--- config.mk ---
export PLATFORM = sky130hd
export DESIGN_NAME = two_stacks_shared_memory
export DESIGN_NICKNAME = d
export VERILOG_FILES = /design/src/rtl/tss_pkg.sv /design/src/rtl/tss_ram.sv /design/src/rtl/tss_ctrl.sv /design/src/rtl/tss_dp.sv /design/src/rtl/two_stacks_shared_memory.sv
export SDC_FILE = /design/constraint.sdc
export NUM_CORES = 2
export LEC_CHECK = 0
export ABC_CLOCK_PERIOD_IN_PS = 19600
export BUFFER_PORTS_ARGS = -buffer_cell sky130_fd_sc_hd__buf_4
export CAP_MARGIN = 20
export CORE_MARGIN = 10
export CORE_UTILIZATION = 30
export CTS_CLUSTER_DIAMETER = 120
export DETAILED_ROUTE_END_ITERATION = 8
export PLACE_DENSITY = 0.49
export SLEW_MARGIN = 0
export SYNTH_ARGS = -nofsm -noshare
export SYNTH_HDL_FRONTEND = slang
export SYNTH_SLANG_ARGS = --single-unit
--- constraint.sdc ---
create_clock -name clk -period 19.6 [get_ports clk]
set_clock_uncertainty 0.1 [all_clocks]
set_input_delay 0.98 -clock clk [delete_from_list [all_inputs] [get_ports clk]]
set_output_delay 0.98 -clock clk [all_outputs]
set_load 0.005 [all_outputs]
--- src/rtl/tss_pkg.sv ---
`timescale 1ns / 1ps
// shared types, codes and defaults for the two-stack shared memory
// no dependencies

package tss_pkg;

    // default sizes, handed down from the top level
    localparam int DEPTH_DEF      = 128;
    localparam int DATA_WIDTH_DEF = 32;

    // fixed field widths of the item ports
    localparam int OPCODE_W = 3;
    localparam int WORD_W   = 32;
    localparam int STATUS_W = 2;
    localparam int TOP_W    = 7;

    // request opcodes
    localparam logic [OPCODE_W-1:0] OP_PUSH  = 3'd0;
    localparam logic [OPCODE_W-1:0] OP_POP   = 3'd1;
    localparam logic [OPCODE_W-1:0] OP_PEEK  = 3'd2;
    localparam logic [OPCODE_W-1:0] OP_EMPTY = 3'd3;
    localparam logic [OPCODE_W-1:0] OP_CLEAR = 3'd4;
    localparam logic [OPCODE_W-1:0] OP_TOP   = 3'd5;

    // result status codes
    localparam logic [STATUS_W-1:0] ST_OK        = 2'd0;
    localparam logic [STATUS_W-1:0] ST_OVERFLOW  = 2'd1;
    localparam logic [STATUS_W-1:0] ST_UNDERFLOW = 2'd2;

    // stack select values
    localparam logic SEL_LOWER = 1'b0;
    localparam logic SEL_UPPER = 1'b1;

    typedef struct packed {
        logic [OPCODE_W-1:0] opcode;
        logic                stack_sel;
        logic [WORD_W-1:0]   push_value;
    } tss_req_t;

    typedef struct packed {
        logic [WORD_W-1:0]   read_value;
        logic [STATUS_W-1:0] status;
        logic                is_empty;
        logic [TOP_W-1:0]    top_index;
    } tss_rsp_t;

    // controller to datapath
    typedef struct packed {
        logic load_req;    // latch the accepted request
        logic exec;        // evaluate request, update pointers, touch memory
        logic capture_rd;  // take the registered memory word into the result
    } tss_cmd_t;

    // datapath to controller
    typedef struct packed {
        logic needs_read;  // current request reads a stored word
    } tss_stat_t;

endpackage

--- src/rtl/tss_ram.sv ---
`timescale 1ns / 1ps
// generic single-write, single-read ram with registered read data
// no dependencies

module tss_ram #(
    parameter int WIDTH = 32,
    parameter int DEPTH = 128
) (
    input  logic                     clk,
    input  logic                     wr_en,
    input  logic [$clog2(DEPTH)-1:0] wr_addr,
    input  logic [WIDTH-1:0]         wr_data,
    input  logic                     rd_en,
    input  logic [$clog2(DEPTH)-1:0] rd_addr,
    output logic [WIDTH-1:0]         rd_data
);

    logic [WIDTH-1:0] mem [DEPTH];

    always_ff @(posedge clk)
    begin
        if (wr_en)
        begin
            mem[wr_addr] <= wr_data;
        end
        if (rd_en)
        begin
            rd_data <= mem[rd_addr];
        end
    end

endmodule

--- src/rtl/tss_ctrl.sv ---
`timescale 1ns / 1ps
// controller: sequences one request at a time through execute, an optional read and respond
// depends on tss_pkg

module tss_ctrl (
    input  logic              clk,
    input  logic              rst_n,
    input  logic              req_valid,
    output logic              req_ready,
    output logic              rsp_valid,
    input  logic              rsp_ready,
    output tss_pkg::tss_cmd_t cmd,
    input  tss_pkg::tss_stat_t stat
);

    typedef enum logic [1:0] {
        S_IDLE,
        S_EXEC,
        S_READ,
        S_RESP
    } state_t;

    state_t state_reg;
    logic   req_ready_reg;
    logic   rsp_valid_reg;
    logic   accept;

    assign accept    = req_valid && req_ready_reg;
    assign req_ready = req_ready_reg;
    assign rsp_valid = rsp_valid_reg;

    always_comb
    begin
        cmd.load_req   = accept;
        cmd.exec       = (state_reg == S_EXEC);
        cmd.capture_rd = (state_reg == S_READ);
    end

    always_ff @(posedge clk or negedge rst_n)
    begin
        if (!rst_n)
        begin
            state_reg     <= S_IDLE;
            req_ready_reg <= 1'b1;
            rsp_valid_reg <= 1'b0;
        end
        else
        begin
            case (state_reg)
                S_IDLE:
                begin
                    if (accept)
                    begin
                        state_reg     <= S_EXEC;
                        req_ready_reg <= 1'b0;
                    end
                end
                S_EXEC:
                begin
                    if (stat.needs_read)
                    begin
                        state_reg <= S_READ;
                    end
                    else
                    begin
                        state_reg     <= S_RESP;
                        rsp_valid_reg <= 1'b1;
                    end
                end
                S_READ:
                begin
                    state_reg     <= S_RESP;
                    rsp_valid_reg <= 1'b1;
                end
                S_RESP:
                begin
                    if (rsp_ready)
                    begin
                        state_reg     <= S_IDLE;
                        rsp_valid_reg <= 1'b0;
                        req_ready_reg <= 1'b1;
                    end
                end
                default:
                begin
                    state_reg     <= S_IDLE;
                    rsp_valid_reg <= 1'b0;
                    req_ready_reg <= 1'b1;
                end
            endcase
        end
    end

endmodule

--- src/rtl/tss_dp.sv ---
`timescale 1ns / 1ps
// datapath: request register, stack pointers, shared ram and result register
// depends on tss_pkg and tss_ram

module tss_dp #(
    parameter int DEPTH      = tss_pkg::DEPTH_DEF,
    parameter int DATA_WIDTH = tss_pkg::DATA_WIDTH_DEF
) (
    input  logic               clk,
    input  logic               rst_n,
    input  tss_pkg::tss_req_t  req,
    output tss_pkg::tss_rsp_t  rsp,
    input  tss_pkg::tss_cmd_t  cmd,
    output tss_pkg::tss_stat_t stat
);

    localparam int PTR_W  = $clog2(DEPTH + 1);
    localparam int ADDR_W = $clog2(DEPTH);
    localparam logic [PTR_W-1:0] DEPTH_PTR = PTR_W'(DEPTH);

    tss_pkg::tss_req_t req_reg;
    tss_pkg::tss_rsp_t rsp_reg;

    logic [PTR_W-1:0] lower_count_reg, lower_count_next;
    logic [PTR_W-1:0] upper_base_reg, upper_base_next;
    logic [PTR_W-1:0] lower_dec, upper_dec, top_ptr;

    logic                         full, empty_sel, empty_after;
    logic [tss_pkg::STATUS_W-1:0] status_c;
    logic [PTR_W-1:0]             top_c;
    logic                         rd_req, wr_req;
    logic [ADDR_W-1:0]            wr_addr, rd_addr;
    logic [DATA_WIDTH-1:0]        wr_data, rd_data;

    assign lower_dec = lower_count_reg - 1'b1;
    assign upper_dec = upper_base_reg - 1'b1;
    assign full      = (lower_count_reg >= upper_base_reg);
    assign empty_sel = (req_reg.stack_sel == tss_pkg::SEL_UPPER) ?
                       (upper_base_reg >= DEPTH_PTR) : (lower_count_reg == '0);
    assign top_ptr   = (req_reg.stack_sel == tss_pkg::SEL_UPPER) ? upper_base_reg : lower_dec;
    assign rd_addr   = ADDR_W'(top_ptr);
    assign wr_data   = DATA_WIDTH'(req_reg.push_value);

    always_comb
    begin
        lower_count_next = lower_count_reg;
        upper_base_next  = upper_base_reg;
        status_c         = tss_pkg::ST_OK;
        top_c            = '0;
        rd_req           = 1'b0;
        wr_req           = 1'b0;
        wr_addr          = ADDR_W'(lower_count_reg);
        case (req_reg.opcode)
            tss_pkg::OP_PUSH:
            begin
                if (full)
                begin
                    status_c = tss_pkg::ST_OVERFLOW;
                end
                else if (req_reg.stack_sel == tss_pkg::SEL_UPPER)
                begin
                    wr_req          = 1'b1;
                    wr_addr         = ADDR_W'(upper_dec);
                    upper_base_next = upper_dec;
                end
                else
                begin
                    wr_req           = 1'b1;
                    lower_count_next = lower_count_reg + 1'b1;
                end
            end
            tss_pkg::OP_POP, tss_pkg::OP_PEEK, tss_pkg::OP_TOP:
            begin
                if (empty_sel)
                begin
                    status_c = tss_pkg::ST_UNDERFLOW;
                end
                else if (req_reg.opcode == tss_pkg::OP_TOP)
                begin
                    top_c = top_ptr;
                end
                else
                begin
                    rd_req = 1'b1;
                    if (req_reg.opcode == tss_pkg::OP_POP)
                    begin
                        if (req_reg.stack_sel == tss_pkg::SEL_UPPER)
                        begin
                            upper_base_next = upper_base_reg + 1'b1;
                        end
                        else
                        begin
                            lower_count_next = lower_dec;
                        end
                    end
                end
            end
            tss_pkg::OP_CLEAR:
            begin
                if (req_reg.stack_sel == tss_pkg::SEL_UPPER)
                begin
                    upper_base_next = DEPTH_PTR;
                end
                else
                begin
                    lower_count_next = '0;
                end
            end
            default:
            begin
                // empty query and unused codes change nothing
                status_c = tss_pkg::ST_OK;
            end
        endcase
    end

    assign empty_after = (req_reg.stack_sel == tss_pkg::SEL_UPPER) ?
                         (upper_base_next >= DEPTH_PTR) : (lower_count_next == '0);

    assign stat.needs_read = rd_req;

    tss_ram #(
        .WIDTH (DATA_WIDTH),
        .DEPTH (DEPTH)
    ) u_ram (
        .clk     (clk),
        .wr_en   (cmd.exec && wr_req),
        .wr_addr (wr_addr),
        .wr_data (wr_data),
        .rd_en   (cmd.exec && rd_req),
        .rd_addr (rd_addr),
        .rd_data (rd_data)
    );

    always_ff @(posedge clk or negedge rst_n)
    begin
        if (!rst_n)
        begin
            lower_count_reg <= '0;
            upper_base_reg  <= DEPTH_PTR;
        end
        else if (cmd.exec)
        begin
            lower_count_reg <= lower_count_next;
            upper_base_reg  <= upper_base_next;
        end
    end

    always_ff @(posedge clk)
    begin
        if (cmd.load_req)
        begin
            req_reg <= req;
        end
        if (cmd.exec)
        begin
            rsp_reg.read_value <= '0;
            rsp_reg.status     <= status_c;
            rsp_reg.is_empty   <= empty_after;
            rsp_reg.top_index  <= tss_pkg::TOP_W'(top_c);
        end
        else if (cmd.capture_rd)
        begin
            rsp_reg.read_value <= tss_pkg::WORD_W'(rd_data);
        end
    end

    assign rsp = rsp_reg;

endmodule

--- src/rtl/two_stacks_shared_memory.sv ---
`timescale 1ns / 1ps
// top level: two lifo stacks growing towards each other in one shared ram
// depends on tss_pkg, tss_ctrl, tss_dp (and tss_ram below it)
//
//  channel  | handshake              | payload
//  ---------+------------------------+------------------------------------------
//  request  | req_valid / req_ready  | req : opcode, stack_sel, push_value
//  response | rsp_valid / rsp_ready  | rsp : read_value, status, is_empty, top_index
//
// one item in flight at a time: accept, execute, then the result is offered;
// a pop or peek that reads a word passes through an extra read state for the registered
// ram read, while every other item goes straight from execute to offering the result
// a stalled response holds the block; req_ready returns the cycle after the result is taken
// reset (rst_n low, asynchronous) empties both stacks; the ram itself is not cleared,
// as no word is ever read before it has been pushed

module two_stacks_shared_memory #(
    parameter int DEPTH      = tss_pkg::DEPTH_DEF,
    parameter int DATA_WIDTH = tss_pkg::DATA_WIDTH_DEF
) (
    input  logic              clk,
    input  logic              rst_n,
    // request items
    input  logic              req_valid,
    output logic              req_ready,
    input  tss_pkg::tss_req_t req,
    // response items
    output logic              rsp_valid,
    input  logic              rsp_ready,
    output tss_pkg::tss_rsp_t rsp
);

    // command and status between the sequencer and the datapath
    tss_pkg::tss_cmd_t  cmd;
    tss_pkg::tss_stat_t stat;

    // sequencer: idle, execute, optional ram read, respond
    tss_ctrl u_ctrl (
        .clk       (clk),
        .rst_n     (rst_n),
        .req_valid (req_valid),
        .req_ready (req_ready),
        .rsp_valid (rsp_valid),
        .rsp_ready (rsp_ready),
        .cmd       (cmd),
        .stat      (stat)
    );

    // datapath: lower stack counts up from index 0, upper stack down from the top;
    // the memory is full when the two pointers meet
    tss_dp #(
        .DEPTH      (DEPTH),
        .DATA_WIDTH (DATA_WIDTH)
    ) u_dp (
        .clk   (clk),
        .rst_n (rst_n),
        .req   (req),
        .rsp   (rsp),
        .cmd   (cmd),
        .stat  (stat)
    );

endmodule

==> results.py <==
metrics = {
    "outcome": {
        "outcome": "finished clean",
    },
    "clocking": {
        "clkTransAtPathRegs_ns": 0.06,
        "clockRootBuffer": "clkbuf_16",
        "clock_path_buffers": 4,
        "worstSkewPairLatency_ns": 1.01,
        "cts_buffers": 446,
        "cts_tree": "built",
        "cts.sinks": 4226,
        "htreeDepth": 5,
    },
    "logic_synthesis": {
        "synth-adder-area-share_pct": 0.153,
        "yosys_warnings": 0,
        "synth_cell_type_count": 72,
        "synth_edf_count": 4174,
        "synth_simple_gate_area_share_pct": 1.72,
        "post_synth_xor_area_fraction_pct": 0.0536,
        "syn_inst": 7296,
        "synth_fp_nets": 7356,
        "synth-compound-area-share_pct": 1.26,
        "synth_seq_cells": 4226,
        "netlist_area_um2": 163000,
        "async_flop_share_pct": 0.473,
        "synth_top_family_by_area": "multiplexers",
        "avgSynthCellArea_um2": 22.4,
        "synthMuxAreaShare_pct": 18.3,
        "ys_seq_area_share_pct": 77.5,
        "synth_flop_cell": "edfxtp_1",
    },
    "setup_path": {
        "cp_data_arrival_time_ns": 8.45,
        "reg2regPathDepth": 13,
        "crit_path_top_delay_cell": "a32oi_1",
        "cp-start-kind": "register",
        "crit_type": "register to register",
        "reg2reg_slack_ns": 11.73,
        "crit_required_ns": 20.18,
        "crit_chain": "buf_4 -> clkinv_1 -> mux2i_4 -> buf_4 -> buf_4 -> buf_4 -> buf_4 -> buf_4 -> mux4_2 -> mux2i_1 -> mux2i_1 -> a32oi_1 -> nand4_1",
        "worst_r2r_endpoint": "u_dp.u_ram.rd_data[28]",
        "crit_path_end_kind": "register",
        "max_stage_delay_ns": 1.02,
        "crit_path_frequent_cell": "buf_4",
        "r2r_start": "u_dp.req_reg[32]",
        "crit_fanout": 39,
    },
    "placed_design": {
        "gp_congestion": 0.811,
        "dpl_cell_area_um2": 175000,
        "portBuffers": 83,
        "hpwl_um": 286000,
    },
    "sta": {
        "setup_viol": 0,
        "tightest_slew_ns": 1.31,
        "rsz0062_at_grt": "no",
        "period_needed_ns": 7.87,
        "finalCritPeriodShare_pct": 40.2,
        "slew_violations": 0,
        "slew_headroom_pct": 12.6,
        "clock.fmax_mhz": 127,
        "finalSetupTns_ns": 0,
        "hold_violations": 0,
    },
    "floorplanning": {
        "die-area_um2": 574000,
        "row_count": 270,
        "start_util_pct": 30.2,
        "core_area_um2": 542000,
        "die_h_um": 758,
        "ios": 84,
        "die_w_um": 758,
    },
    "finish": {
        "largest_register_ffs": 4096,
        "fin_area_um2": 189000,
        "area_delta_synth_final_pct": 15.9,
        "layout-drive-gt1-share_pct": 27.0,
        "nNetsFinal": 7864,
    },
    "global_routing": {
        "grt_start_max_net_pins": 109,
        "grt_use_total_pct": 17.0,
        "grt-ovfl-total": 0,
        "grt_pass1_vias": 80700,
        "grt_first_pass_wirelength_um": 687000,
        "antenna_found_initial": 45,
    },
    "worst_hold_path": {
        "hold-path-cell-count": 1,
        "hold_path_end": "u_dp.wr_data[14]",
        "min_path_type": "primary input to register",
        "hold_start": "req[14]",
    },
    "routing": {
        "drt-total-wl_um": 502000,
        "viasPerCell": 5.23,
        "ant_nets": 0,
        "dr.pass1.iters": 6,
        "num_vias": 80500,
        "drt_iter0_drc": 9639,
        "drc": 0,
        "route.detailed.wl_per_inst_um": 32.6,
    },
    "flow_run": {
        "drv_cap": 0,
    },
    "power": {
        "static-leakage-power_nw": 59.9,
        "peakVddDrop_v": 0.000135,
        "power_density_nw_per_um2": 143,
    },
}
-- where the power goes --
part / total [W] / internal [W] / leakage [nW] / switching, W
Sequential: 0.0105 / 0.0104 / 38.0 / 0.000160
Combinational: 0.00859 / 0.00299 / 15.2 / 0.00560
Clock: 0.00801 / 0.00449 / 6.68 / 0.00353
-- cells in the mapped netlist (3+ instances only) --
cell type	number	area, um^2
edfxtp_1	4174	125000
mux4_2	1024	23100
mux2i_1	679	6800
nand2_1	298	1120
clkbuf_1	241	905
nor2_1	196	736
a32oi_1	132	1160
buf_2	103	515
buf_1	58	218
nand4_1	46	288
nand3_1	33	165
dfxtp_1	32	641
o21ai_0	30	150
a21oi_1	22	110
ha_1	20	250
dfrtp_1	18	450
inv_1	18	67.6
nor3_1	16	80.1
o31ai_1	9	67.6
or3_1	9	56.3
xnor2_1	9	78.8
nor4_1	8	50.1
a31oi_1	7	43.8
and3_1	7	43.8
nand2b_1	7	43.8
or4_1	7	52.6
o21a_1	6	45.0
a211oi_1	5	37.5
nor2b_1	5	31.3
a21o_1	4	30.0
and2_1	4	25.0
o21ai_1	4	20.0
o22ai_1	4	25.0
a311oi_1	3	26.3
a31o_2	3	26.3
mux2_2	3	33.8
o221ai_1	3	26.3
o31a_1	3	26.3
-- layer usage --
layer / up-vias / routed length (um) / global-route usage, %
met5: - / 13 / 0
met4: 2 / 13500 / 4.26
met3: 627 / 38300 / 3.14
met2: 3427 / 240000 / 27.8
met1: 44500 / 210000 / 23.4
li1: 31900 / - / -
-- worst max path at each step --
| stage | from | endpoint | slack, ns | depth (start not counted) |
|---|---|---|---|---|
| finish | u_dp.req_reg[32] | u_dp.u_ram.rd_data[28] | 11.73 | 13 |
| global route | u_dp.req_reg[32] | u_dp.u_ram.rd_data[28] | 11.17 | 13 |
| CTS | u_dp.req_reg[32] | u_dp.u_ram.rd_data[28] | 11.50 | 13 |
| detailed placement | u_dp.req_reg[32] | u_dp.u_ram.rd_data[28] | 11.47 | 13 |
| global placement | u_dp.req_reg[32] | u_dp.u_ram.rd_data[21] | 11.39 | 13 |
| floorplan | u_dp.upper_base_reg[4] | u_dp.u_ram.mem[96][0] | 12.86 | 10 |
-- cell families after synthesis --
logic type / Yosys count
AOI/OAI and AO/OA: 265
xor gates and xnor gates: 10
adders and majority gates: 20
buffers and inverters: 421
DFF: 4226
muxes: 1706
and+or+nand+nor: 648
-- placed cells by master (no fill, tap or decap), types with 7 or more instances in the layout --
master and instances:
and3_1 7, a31oi_1 7, nand4_1 46, nand2_1 298, clkinvlp_4 7, o21ai_0 29, clkinv_2 68, o31ai_1 9
edfxtp_1 4174, clkinv_16 11, or3_1 9, dfrtp_1 18, nand3_1 33, buf_4 414, mux2i_1 676, nor2_1 65
xnor2_1 9, nand2b_1 7, ha_1 18, dlygate4sd3_1 28, clkbuf_1 121, nor2_4 129, buf_12 14, bufinv_16 18
inv_6 8, nor3_1 14, mux4_2 1024, a32oi_1 128, clkinv_1 117, diode_2 12, a21oi_1 21, dfxtp_1 32
inv_1 17, clkbuf_16 452
-- per-stage QoR --
stage | power, W | std cells | hold WS [ns] | worst slack [ns] | utilization, %
after global routing | 0.0281 | 15400 | 0.0517 | 11.17 | 35.0
after CTS | 0.0274 | 15400 | 0.0105 | 11.50 | 34.9
after detailed placement | 0.0194 | 14500 | 0.381 | 11.47 | 32.4
final | 0.0271 | 15400 | 0.0907 | 11.73 | 35.0
after floorplan | 0.0155 | 7296 | 0.356 | 12.86 | -
after global placement | 0.0194 | 14500 | 0.381 | 11.39 | 32.3
-- worst max-delay path, delay by kind of cell, from the launching register on --
kind,cells,cell delay [ns]
buf+inv,7,4.37
mux,4,1.27
compound gates,1,1.02
flops,1,0.35
simple gates,1,0.23
-- layout make-up --
class,count,area (um^2)
Multi-Input combinational cell,2649,36200
Clock inverter,237,1910
Timing Repair Buffer,462,3770
Antenna cell,12,30.0
Fill cell,49900,352000
Sequential cell,4226,126000
Clock buffer,578,11800
Inverter,19,71.3
Tap cell,7208,9020
-- what timing repair did --
item	in CTS	in global routing
buffers inserted	0	0
resized for setup	0	0
hold buffers	28	0
endpoints found under the hold margin	45	0
(Power assumes the default switching activity.)
